### src/rtl/core/wbp_pkg.sv
// Shared types and constants for the write batch record parser.
package wbp_pkg;

    localparam int MAX_PARTITIONS = 16;
    localparam int HEADER_BYTES   = 12;
    localparam int RES_SLOTS      = 3;

    // partition bound is never above 16, whatever MAX_PARTITIONS says
    localparam logic [4:0] PART_CAP = 5'((MAX_PARTITIONS < 16) ? MAX_PARTITIONS : 16);

    localparam logic [1:0] KIND_KEY    = 2'd0;
    localparam logic [1:0] KIND_VALUE  = 2'd1;
    localparam logic [1:0] KIND_RECORD = 2'd2;
    localparam logic [1:0] KIND_STATUS = 2'd3;

    localparam logic [2:0] ST_OK            = 3'd0;
    localparam logic [2:0] ST_TOO_SMALL     = 3'd1;
    localparam logic [2:0] ST_BAD_PUT       = 3'd2;
    localparam logic [2:0] ST_BAD_DELETE    = 3'd3;
    localparam logic [2:0] ST_UNKNOWN_TAG   = 3'd4;
    localparam logic [2:0] ST_WRONG_COUNT   = 3'd5;
    localparam logic [2:0] ST_BAD_PARTITION = 3'd6;

    typedef struct packed {
        logic [1:0]  kind;
        logic [7:0]  data;
        logic        plast;
        logic        op_put;
        logic [3:0]  part;
        logic [63:0] seq;
        logic [2:0]  status;
        logic        last;
    } t_result;

endpackage

### src/rtl/core/wbp_parse.sv
// Parser state and per-word decode: one batch word in, up to three results out.
module wbp_parse (
    input  logic                                        i_clk,
    input  logic                                        i_rst_n,
    input  logic                                        i_fire,
    input  logic [7:0]                                  i_byte,
    input  logic                                        i_end,
    input  logic [4:0]                                  i_part_cnt,
    output wbp_pkg::t_result [wbp_pkg::RES_SLOTS-1:0]   o_res,
    output logic [1:0]                                  o_res_cnt
);

    localparam logic [2:0] PH_HEADER = 3'd0;
    localparam logic [2:0] PH_TAG    = 3'd1;
    localparam logic [2:0] PH_KLEN   = 3'd2;
    localparam logic [2:0] PH_KEY    = 3'd3;
    localparam logic [2:0] PH_VLEN   = 3'd4;
    localparam logic [2:0] PH_VAL    = 3'd5;
    localparam logic [2:0] PH_ERROR  = 3'd6;

    logic [2:0]  r_phase, n_phase;
    logic [3:0]  r_hdr_idx, n_hdr_idx;
    logic [63:0] r_seq, n_seq;
    logic [31:0] r_decl, n_decl;
    logic [31:0] r_found, n_found;
    logic [31:0] r_vacc, n_vacc;
    logic [2:0]  r_vbytes, n_vbytes;
    logic [31:0] r_left, n_left;
    logic        r_put, n_put;
    logic [2:0]  r_kidx, n_kidx;
    logic [7:0]  r_route, n_route;
    logic        r_seen, n_seen;
    logic [2:0]  r_err, n_err;

    logic [31:0] v_sh;
    logic        v_fin;
    logic        v_pay;
    logic        v_rec;
    logic [4:0]  v_bound;
    logic [7:0]  v_idx;
    logic [2:0]  v_st;
    wbp_pkg::t_result c_pay, c_rec, c_stat;

    always_comb begin
        n_phase  = r_phase;
        n_hdr_idx = r_hdr_idx;
        n_seq    = r_seq;
        n_decl   = r_decl;
        n_found  = r_found;
        n_vacc   = r_vacc;
        n_vbytes = r_vbytes;
        n_left   = r_left;
        n_put    = r_put;
        n_kidx   = r_kidx;
        n_route  = r_route;
        n_seen   = r_seen;
        n_err    = r_err;
        v_fin    = 1'b0;
        v_pay    = 1'b0;
        v_rec    = 1'b0;
        v_idx    = 8'd0;
        v_st     = wbp_pkg::ST_OK;
        // bits shifted above bit 31 fall off
        v_sh     = {25'd0, i_byte[6:0]} << ({2'b00, r_vbytes} * 5'd7);
        v_bound  = (i_part_cnt > wbp_pkg::PART_CAP) ? wbp_pkg::PART_CAP : i_part_cnt;
        c_pay    = '0;
        c_rec    = '0;
        c_stat   = '0;

        case (r_phase)
            PH_HEADER: begin
                if (r_hdr_idx < 4'd8) begin
                    n_seq[{r_hdr_idx[2:0], 3'b000} +: 8] =
                        r_seq[{r_hdr_idx[2:0], 3'b000} +: 8] | i_byte;
                end else if (r_hdr_idx < 4'(wbp_pkg::HEADER_BYTES)) begin
                    n_decl[{r_hdr_idx[1:0], 3'b000} +: 8] =
                        r_decl[{r_hdr_idx[1:0], 3'b000} +: 8] | i_byte;
                end
                n_hdr_idx = r_hdr_idx + 4'd1;
                if (n_hdr_idx >= 4'(wbp_pkg::HEADER_BYTES)) begin
                    n_phase = PH_TAG;
                end
            end
            PH_TAG: begin
                n_found = r_found + 32'd1;
                if (i_byte[7:1] == 7'd0) begin
                    n_put    = i_byte[0];
                    n_kidx   = 3'd0;
                    n_seen   = 1'b0;
                    n_route  = 8'd0;
                    n_vacc   = 32'd0;
                    n_vbytes = 3'd0;
                    n_phase  = PH_KLEN;
                end else begin
                    n_err   = wbp_pkg::ST_UNKNOWN_TAG;
                    n_phase = PH_ERROR;
                end
            end
            PH_KLEN, PH_VLEN: begin
                n_vacc = r_vacc | v_sh;
                if (i_byte[7]) begin
                    if (r_vbytes >= 3'd4) begin
                        n_err   = r_put ? wbp_pkg::ST_BAD_PUT : wbp_pkg::ST_BAD_DELETE;
                        n_phase = PH_ERROR;
                    end else begin
                        n_vbytes = r_vbytes + 3'd1;
                    end
                end else begin
                    n_left = n_vacc;
                    if (r_phase == PH_KLEN) begin
                        if (n_vacc != 32'd0) begin
                            n_phase = PH_KEY;
                        end else if (r_put) begin
                            n_vacc   = 32'd0;
                            n_vbytes = 3'd0;
                            n_phase  = PH_VLEN;
                        end else begin
                            v_fin = 1'b1;
                        end
                    end else begin
                        if (n_vacc != 32'd0) n_phase = PH_VAL;
                        else v_fin = 1'b1;
                    end
                end
            end
            PH_KEY: begin
                if (r_kidx == 3'd4) begin
                    n_route = i_byte;
                    n_seen  = 1'b1;
                end
                if (r_kidx < 3'd5) n_kidx = r_kidx + 3'd1;
                n_left = r_left - 32'd1;
                v_pay  = 1'b1;
                c_pay.kind  = wbp_pkg::KIND_KEY;
                c_pay.data  = i_byte;
                c_pay.plast = (n_left == 32'd0);
                if (n_left == 32'd0) begin
                    if (r_put) begin
                        n_vacc   = 32'd0;
                        n_vbytes = 3'd0;
                        n_phase  = PH_VLEN;
                    end else begin
                        v_fin = 1'b1;
                    end
                end
            end
            PH_VAL: begin
                n_left = r_left - 32'd1;
                v_pay  = 1'b1;
                c_pay.kind  = wbp_pkg::KIND_VALUE;
                c_pay.data  = i_byte;
                c_pay.plast = (n_left == 32'd0);
                if (n_left == 32'd0) v_fin = 1'b1;
            end
            default: begin
            end
        endcase

        // record close: route from key byte 4, checked against the bound
        if (v_fin) begin
            v_idx = n_route - 8'h31;
            if (!n_seen || n_route < 8'h31 || v_idx >= {3'b000, v_bound}) begin
                n_err   = wbp_pkg::ST_BAD_PARTITION;
                n_phase = PH_ERROR;
            end else begin
                v_rec = 1'b1;
                c_rec.kind   = wbp_pkg::KIND_RECORD;
                c_rec.op_put = n_put;
                c_rec.part   = v_idx[3:0];
                c_rec.seq    = r_seq;
                n_seq   = r_seq + 64'd1;
                n_phase = PH_TAG;
            end
        end

        if (n_phase == PH_ERROR)       v_st = n_err;
        else if (n_phase == PH_HEADER) v_st = wbp_pkg::ST_TOO_SMALL;
        else if (n_phase != PH_TAG)
            v_st = n_put ? wbp_pkg::ST_BAD_PUT : wbp_pkg::ST_BAD_DELETE;
        else if (n_found == n_decl)    v_st = wbp_pkg::ST_OK;
        else                           v_st = wbp_pkg::ST_WRONG_COUNT;
        c_stat.kind   = wbp_pkg::KIND_STATUS;
        c_stat.status = v_st;
        c_stat.last   = 1'b1;
        c_rec.last    = !i_end;
        c_pay.last    = !v_rec && !i_end;

        if (i_end) begin
            n_phase   = PH_HEADER;
            n_hdr_idx = 4'd0;
            n_seq     = 64'd0;
            n_decl    = 32'd0;
            n_found   = 32'd0;
            n_vacc    = 32'd0;
            n_vbytes  = 3'd0;
            n_left    = 32'd0;
            n_put     = 1'b0;
            n_kidx    = 3'd0;
            n_route   = 8'd0;
            n_seen    = 1'b0;
            n_err     = wbp_pkg::ST_OK;
        end

        // pack present results into the low slots in order
        o_res[0] = v_pay ? c_pay : (v_rec ? c_rec : c_stat);
        o_res[1] = (v_pay && v_rec) ? c_rec : c_stat;
        o_res[2] = c_stat;
        o_res_cnt = 2'({1'b0, v_pay} + {1'b0, v_rec} + {1'b0, i_end});
    end

    always_ff @(posedge i_clk) begin
        if (!i_rst_n) begin
            r_phase   <= PH_HEADER;
            r_hdr_idx <= 4'd0;
            r_seq     <= 64'd0;
            r_decl    <= 32'd0;
            r_found   <= 32'd0;
            r_vacc    <= 32'd0;
            r_vbytes  <= 3'd0;
            r_left    <= 32'd0;
            r_put     <= 1'b0;
            r_kidx    <= 3'd0;
            r_route   <= 8'd0;
            r_seen    <= 1'b0;
            r_err     <= wbp_pkg::ST_OK;
        end else if (i_fire) begin
            r_phase   <= n_phase;
            r_hdr_idx <= n_hdr_idx;
            r_seq     <= n_seq;
            r_decl    <= n_decl;
            r_found   <= n_found;
            r_vacc    <= n_vacc;
            r_vbytes  <= n_vbytes;
            r_left    <= n_left;
            r_put     <= n_put;
            r_kidx    <= n_kidx;
            r_route   <= n_route;
            r_seen    <= n_seen;
            r_err     <= n_err;
        end
    end

endmodule

### src/rtl/core/write_batch_record_parser.sv
// Top level of the write batch record parser: input stage, parser and result buffer.
//
// Usage: batch bytes arrive one word per handshake on i_valid/o_ready with
// i_in_byte and i_batch_end (set on the final byte of a batch). Results leave
// one word per handshake on o_valid/i_ready: key bytes, value bytes, a
// record-done word per good record and a status word closing each batch;
// o_out_last marks the final result caused by one input byte.
// i_cfg_we/i_cfg_data load the partition count (reset value 1); write it only
// while the block is idle.
// Path: an accepted byte waits in the input register, and its results reach
// the output when the result buffer loads from that register.
// Throughput: one byte per cycle while each byte gives at most one result and
// the receiver takes every word; a byte giving more results holds the input stage
// until the three-slot buffer, draining one word per ready cycle, empties.
// Reset (synchronous, active low) empties both stages and returns the parser
// to the header of a new batch. When the receiver stalls, the current result
// holds; the input stage takes one more byte and then drops o_ready.
module write_batch_record_parser (
    input  logic        i_clk,
    input  logic        i_rst_n,
    input  logic        i_valid,
    output logic        o_ready,
    input  logic [7:0]  i_in_byte,
    input  logic        i_batch_end,
    output logic        o_valid,
    input  logic        i_ready,
    output logic [1:0]  o_out_kind,
    output logic [7:0]  o_out_byte,
    output logic        o_payload_last,
    output logic        o_op_put,
    output logic [3:0]  o_partition,
    output logic [63:0] o_seq_out,
    output logic [2:0]  o_status,
    output logic        o_out_last,
    input  logic        i_cfg_we,
    input  logic [4:0]  i_cfg_data
);

    logic [4:0] r_part_cnt;
    logic       r_in_vld;
    logic [7:0] r_in_byte;
    logic       r_in_end;

    wbp_pkg::t_result [wbp_pkg::RES_SLOTS-1:0] r_slot;
    wbp_pkg::t_result [wbp_pkg::RES_SLOTS-1:0] n_slot;
    logic [1:0] r_cnt, n_cnt;
    logic [1:0] r_idx;

    logic take;
    logic buf_free;
    logic proc;
    wbp_pkg::t_result cur;

    assign take     = o_valid && i_ready;
    assign buf_free = (r_cnt == 2'd0) || (take && r_idx == r_cnt - 2'd1);
    assign proc     = r_in_vld && buf_free;
    assign o_ready  = !r_in_vld || proc;
    assign o_valid  = (r_cnt != 2'd0);

    wbp_parse u_parse (
        .i_clk      (i_clk),
        .i_rst_n    (i_rst_n),
        .i_fire     (proc),
        .i_byte     (r_in_byte),
        .i_end      (r_in_end),
        .i_part_cnt (r_part_cnt),
        .o_res      (n_slot),
        .o_res_cnt  (n_cnt)
    );

    always_ff @(posedge i_clk) begin
        if (!i_rst_n) begin
            r_part_cnt <= 5'd1;
        end else if (i_cfg_we) begin
            r_part_cnt <= i_cfg_data;
        end
    end

    always_ff @(posedge i_clk) begin
        if (!i_rst_n) begin
            r_in_vld <= 1'b0;
        end else if (o_ready) begin
            r_in_vld <= i_valid;
        end
    end

    always_ff @(posedge i_clk) begin
        if (o_ready && i_valid) begin
            r_in_byte <= i_in_byte;
            r_in_end  <= i_batch_end;
        end
    end

    always_ff @(posedge i_clk) begin
        if (!i_rst_n) begin
            r_cnt <= 2'd0;
            r_idx <= 2'd0;
        end else if (proc) begin
            r_cnt <= n_cnt;
            r_idx <= 2'd0;
        end else if (take) begin
            if (r_idx == r_cnt - 2'd1) r_cnt <= 2'd0;
            else r_idx <= r_idx + 2'd1;
        end
    end

    always_ff @(posedge i_clk) begin
        if (proc) begin
            r_slot <= n_slot;
        end
    end

    always_comb begin
        case (r_idx)
            2'd0:    cur = r_slot[0];
            2'd1:    cur = r_slot[1];
            default: cur = r_slot[2];
        endcase
    end

    assign o_out_kind     = cur.kind;
    assign o_out_byte     = cur.data;
    assign o_payload_last = cur.plast;
    assign o_op_put       = cur.op_put;
    assign o_partition    = cur.part;
    assign o_seq_out      = cur.seq;
    assign o_status       = cur.status;
    assign o_out_last     = cur.last;

    // read pointer stays inside the filled part of the buffer
    a_idx_in_range: assert property (@(posedge i_clk) disable iff (!i_rst_n)
        o_valid |-> r_idx < r_cnt)
        else $error("result read pointer beyond fill");

    // last flag sits exactly on the final buffered word
    a_last_matches: assert property (@(posedge i_clk) disable iff (!i_rst_n)
        o_valid |-> (o_out_last == (r_idx == r_cnt - 2'd1)))
        else $error("out_last does not match buffer end");

    // a status word always closes the results of its byte
    a_status_last: assert property (@(posedge i_clk) disable iff (!i_rst_n)
        (o_valid && o_out_kind == wbp_pkg::KIND_STATUS) |-> o_out_last)
        else $error("status word not last");

    // input stage holds a word whenever it refuses new ones
    a_stall_full: assert property (@(posedge i_clk) disable iff (!i_rst_n)
        !o_ready |-> (r_in_vld && o_valid && !(i_ready && o_out_last)))
        else $error("input stalled without cause");

endmodule
### config.mk
export PLATFORM = sky130hd
export DESIGN_NAME = write_batch_record_parser
export DESIGN_NICKNAME = d
export VERILOG_FILES = /design/src/rtl/core/wbp_pkg.sv /design/src/rtl/core/wbp_parse.sv /design/src/rtl/core/write_batch_record_parser.sv
export SDC_FILE = /design/constraint.sdc
export NUM_CORES = 1
export LEC_CHECK = 0
export ABC_AREA = 1
export CELL_PAD_IN_SITES_DETAIL_PLACEMENT = 1
export CELL_PAD_IN_SITES_GLOBAL_PLACEMENT = 1
export CORE_MARGIN = 8
export CORE_UTILIZATION = 45
export DETAILED_ROUTE_END_ITERATION = 10
export DONT_BUFFER_PORTS = 1
export PLACE_DENSITY_LB_ADDON = 0.12
export SYNTH_ARGS = -nofsm -noshare
export SYNTH_HDL_FRONTEND = slang
export SYNTH_SLANG_ARGS = --single-unit
### constraint.sdc
create_clock -name i_clk -period 8.4 [get_ports i_clk]
set_input_delay 1.26 -clock i_clk [delete_from_list [all_inputs] [get_ports i_clk]]
set_output_delay 1.26 -clock i_clk [all_outputs]
set_load 0.01 [all_outputs]
==> flow_summary.json <==
{
  "status": "finished clean",
  "grt_pass1_wl_um": 135000,
  "track_usage": 0.278,
  "synth_edf_count": 171,
  "drt-total-wl_um": 85500,
  "syn_area_mm2": 0.0238,
  "drive_gt1_frac": 0.0606,
  "ctsResizeCount": 0,
  "maxSlewViolCount": 0,
  "dpl.hpwl_um": 60500,
  "hold_class": "reg -> reg",
  "endpoint_kind": "flip-flop",
  "ant_nets": 0,
  "crit_required_ps": 8810,
  "die_h_um": 246,
  "port_buffers": 0,
  "yosys_warnings": 0,
  "syn_nets": 3284,
  "hold_viol": 0,
  "fmax_mhz": 168,
  "hold_path.startpoint": "u_parse.r_vacc[3]",
  "grt_max_degree": 98,
  "insertion_delay_ps": 620,
  "power.leakage_uw": 0.00966,
  "core_area_mm2": 0.0524,
  "synth_ff_type": "dfxtp_1",
  "max-cap-violations": 0,
  "antenna_found_initial": 1,
  "root_buffer": "clkbuf_16",
  "cp_max_fo": 68,
  "drtPass1Iterations": 5,
  "drt_iter0_drc": 1546,
  "fin_setup_tns_ps": 0,
  "cts_made_buffers": 48,
  "nets": 3196,
  "slew_headroom": 0.227,
  "initial_core_util": 0.455,
  "overflow": 0,
  "die_w_um": 246,
  "ys_types": 63,
  "fin_util": 0.491,
  "avgViaCountPerCell": 5.85,
  "ios": 105,
  "finalPower_uw": 4640,
  "crit_arrival_ps": 6380,
  "vias": 22668,
  "rows": 84,
  "fill_cells": 6572,
  "worstSetupStartpoint": "u_parse.r_vbytes[0]",
  "dp_cells": 3786,
  "path_class": "reg -> reg",
  "syn2layout_area_growth_pct": 7.92,
  "critPathLaunchType": "flip-flop",
  "grt_pass1_vias": 23588,
  "post-route-min-period_ps": 5970,
  "synth.ff_latch_count": 399,
  "peakVddDrop_mv": 0.145,
  "cts.htree.levels": 2,
  "critPathMaxStageDelay_ps": 990,
  "cts_tree": "built",
  "avgSynthCellArea_um2": 7.37,
  "seq_area_frac_synth": 0.407,
  "clock-sinks": 399,
  "die-area_mm2": 0.0606,
  "path_clk_slew_ps": 60,
  "r2r-start": "u_parse.r_vbytes[0]",
  "cp_slowest_cell": "fa_1",
  "drc": 0,
  "powerDensity_mw_per_mm2": 180,
  "syn_inst": 3236,
  "finalCritPeriodShare": 0.710,
  "grt_setup_unrepaired": "no",
  "final-instance-count-excl-fill": 3875,
  "place_congestion": 0.926,
  "synth-async-reset-ratio": 0,
  "cts_buffer_depth": 3,
  "fin_worst_skew_ps": 35.9,
  "cts_setup_buffers": 0,
  "cts_hold_buffers": 0,
  "tightest_slew_ps": 1160,
  "crit_path_cell_trace": "fa_1 -> ha_1 -> inv_1 -> fa_1 -> clkinv_1 -> nand3_1 -> nand2_1 -> nor2_1 -> nand2_1 -> nor2_1 -> nand2_1 -> nor2_2 -> nand3_1 -> nand2_2 -> nand2_4 -> inv_8 -> nand2_4 -> nor2_1",
  "drt-wirelength-per-cell_um": 22.1,
  "setup_violations": 0
}
## layout make-up
cell class                      count  area, µm²  area share
Sequential cell                   399       9700       0.377
Timing Repair Buffer               16        120     0.00467
Inverter                          381       1450      0.0562
Tap cell                          688        861      0.0335
Clock buffer                       59       1280      0.0499
Multi-Input combinational cell   2302      12000       0.468
Clock inverter                     29        280      0.0109
Antenna cell                        1       2.50   0.0000972
## per-layer routing
metal  part of all wire  wire, µm  GRT usage  vias to the layer above
met3              0.042      3620     0.0306                      171
met1               0.43     37000      0.356                    11204
li1                   -         -          -                    10758
met2               0.49     41500      0.473                      535
met4              0.039      3340      0.115                        0
met5                  0         0          0                        -
## state kept, by name, summed over array words and instances, names as in the netlist
name               count
u_parse.r_vacc        32
r_in_vld               1
u_parse.r_hdr_idx      4
r_in_byte              8
u_parse.r_left        32
u_parse.r_err          3
u_parse.r_put          1
u_parse.r_phase        3
u_parse.r_vbytes       3
r_cnt                  2
u_parse.r_kidx         3
r_in_end               1
r_idx                  2
r_part_cnt             5
u_parse.r_seq         64
u_parse.r_found       32
r_slot               162
u_parse.r_route        8
u_parse.r_seen         1
u_parse.r_decl        32
## path summary, 6_finish.rpt
check | depth (start not counted) | endpoint | slack (ps)
setup / recovery | 18 | r_slot[62] | 2430
hold / removal | 2 | u_parse.r_vacc[3] | 460
setup reg to reg | 18 | r_slot[62] | 2430
hold reg to reg | 2 | u_parse.r_vacc[3] | 460
## stage by stage
stage | cell area [µm²] | hold slack (ps) | setup slack, ps
6_report | 25700 | 462 | 2430
5_1_grt | 25700 | 482 | 2040
4_1_cts | 25700 | 460 | 2380
3_5_place_dp | 24200 | 453 | 2390
3_3_place_gp | 24200 | 436 | 2660
2_1_floorplan | 23800 | 429 | 2130
## Yosys cell counts, types with 28 or more instances
master,instances,area (µm²)
dfxtp_1,228,4560
o21ai_0,197,986
a21oi_1,180,901
edfxtp_1,171,5130
o211ai_1,63,473
a211oi_1,28,210
nand4_1,51,319
nor3_1,68,340
a22o_1,70,613
nand2_1,647,2430
nor2_1,401,1510
o22ai_1,87,544
inv_1,350,1310
nand3_1,214,1070
xor2_1,104,911
clkbuf_1,103,387
## power breakdown
part | leakage (µW) | internal (µW) | switching, µW
Sequential | 0.00348 | 2070 | 24.7
Combinational | 0.00541 | 102 | 333
Clock | 0.000765 | 1190 | 925
Total | 0.00966 | 3360 | 1280
## cells by family (layout without fill, tap and decap cells)
| logic type | after synthesis | in the layout | share of synthesized area |
|---|---|---|---|
| simple gates | 1476 | 1476 | 0.268 |
| flops | 399 | 399 | 0.407 |
| compound gates | 680 | 680 | 0.175 |
| other cells | 1 | 2 | 0.000157 |
| xor+xnor | 116 | 116 | 0.0434 |
| fa+ha+maj | 29 | 29 | 0.0162 |
| buf+inv | 535 | 485 | 0.0906 |
## critical path: cells and delay by family (launching register included)
kind,cells,cell delay (ps)
buf+inv,3,1040
fa+ha+maj,3,1750
flops,1,440
simple gates,12,2480
## cell usage in the layout, fill, tap and decap left out, types with 70 or more instances in the layout
cell | Yosys | routed
nand3_1 | 214 | 213
inv_1 | 350 | 347
nand2_1 | 647 | 647
a22o_1 | 70 | 70
a21oi_1 | 180 | 180
dfxtp_1 | 228 | 227
xor2_1 | 104 | 104
o22ai_1 | 87 | 87
nor2_1 | 401 | 396
o21ai_0 | 197 | 197
edfxtp_1 | 171 | 171
No activity file was read; power rests on OpenSTA's default activity.
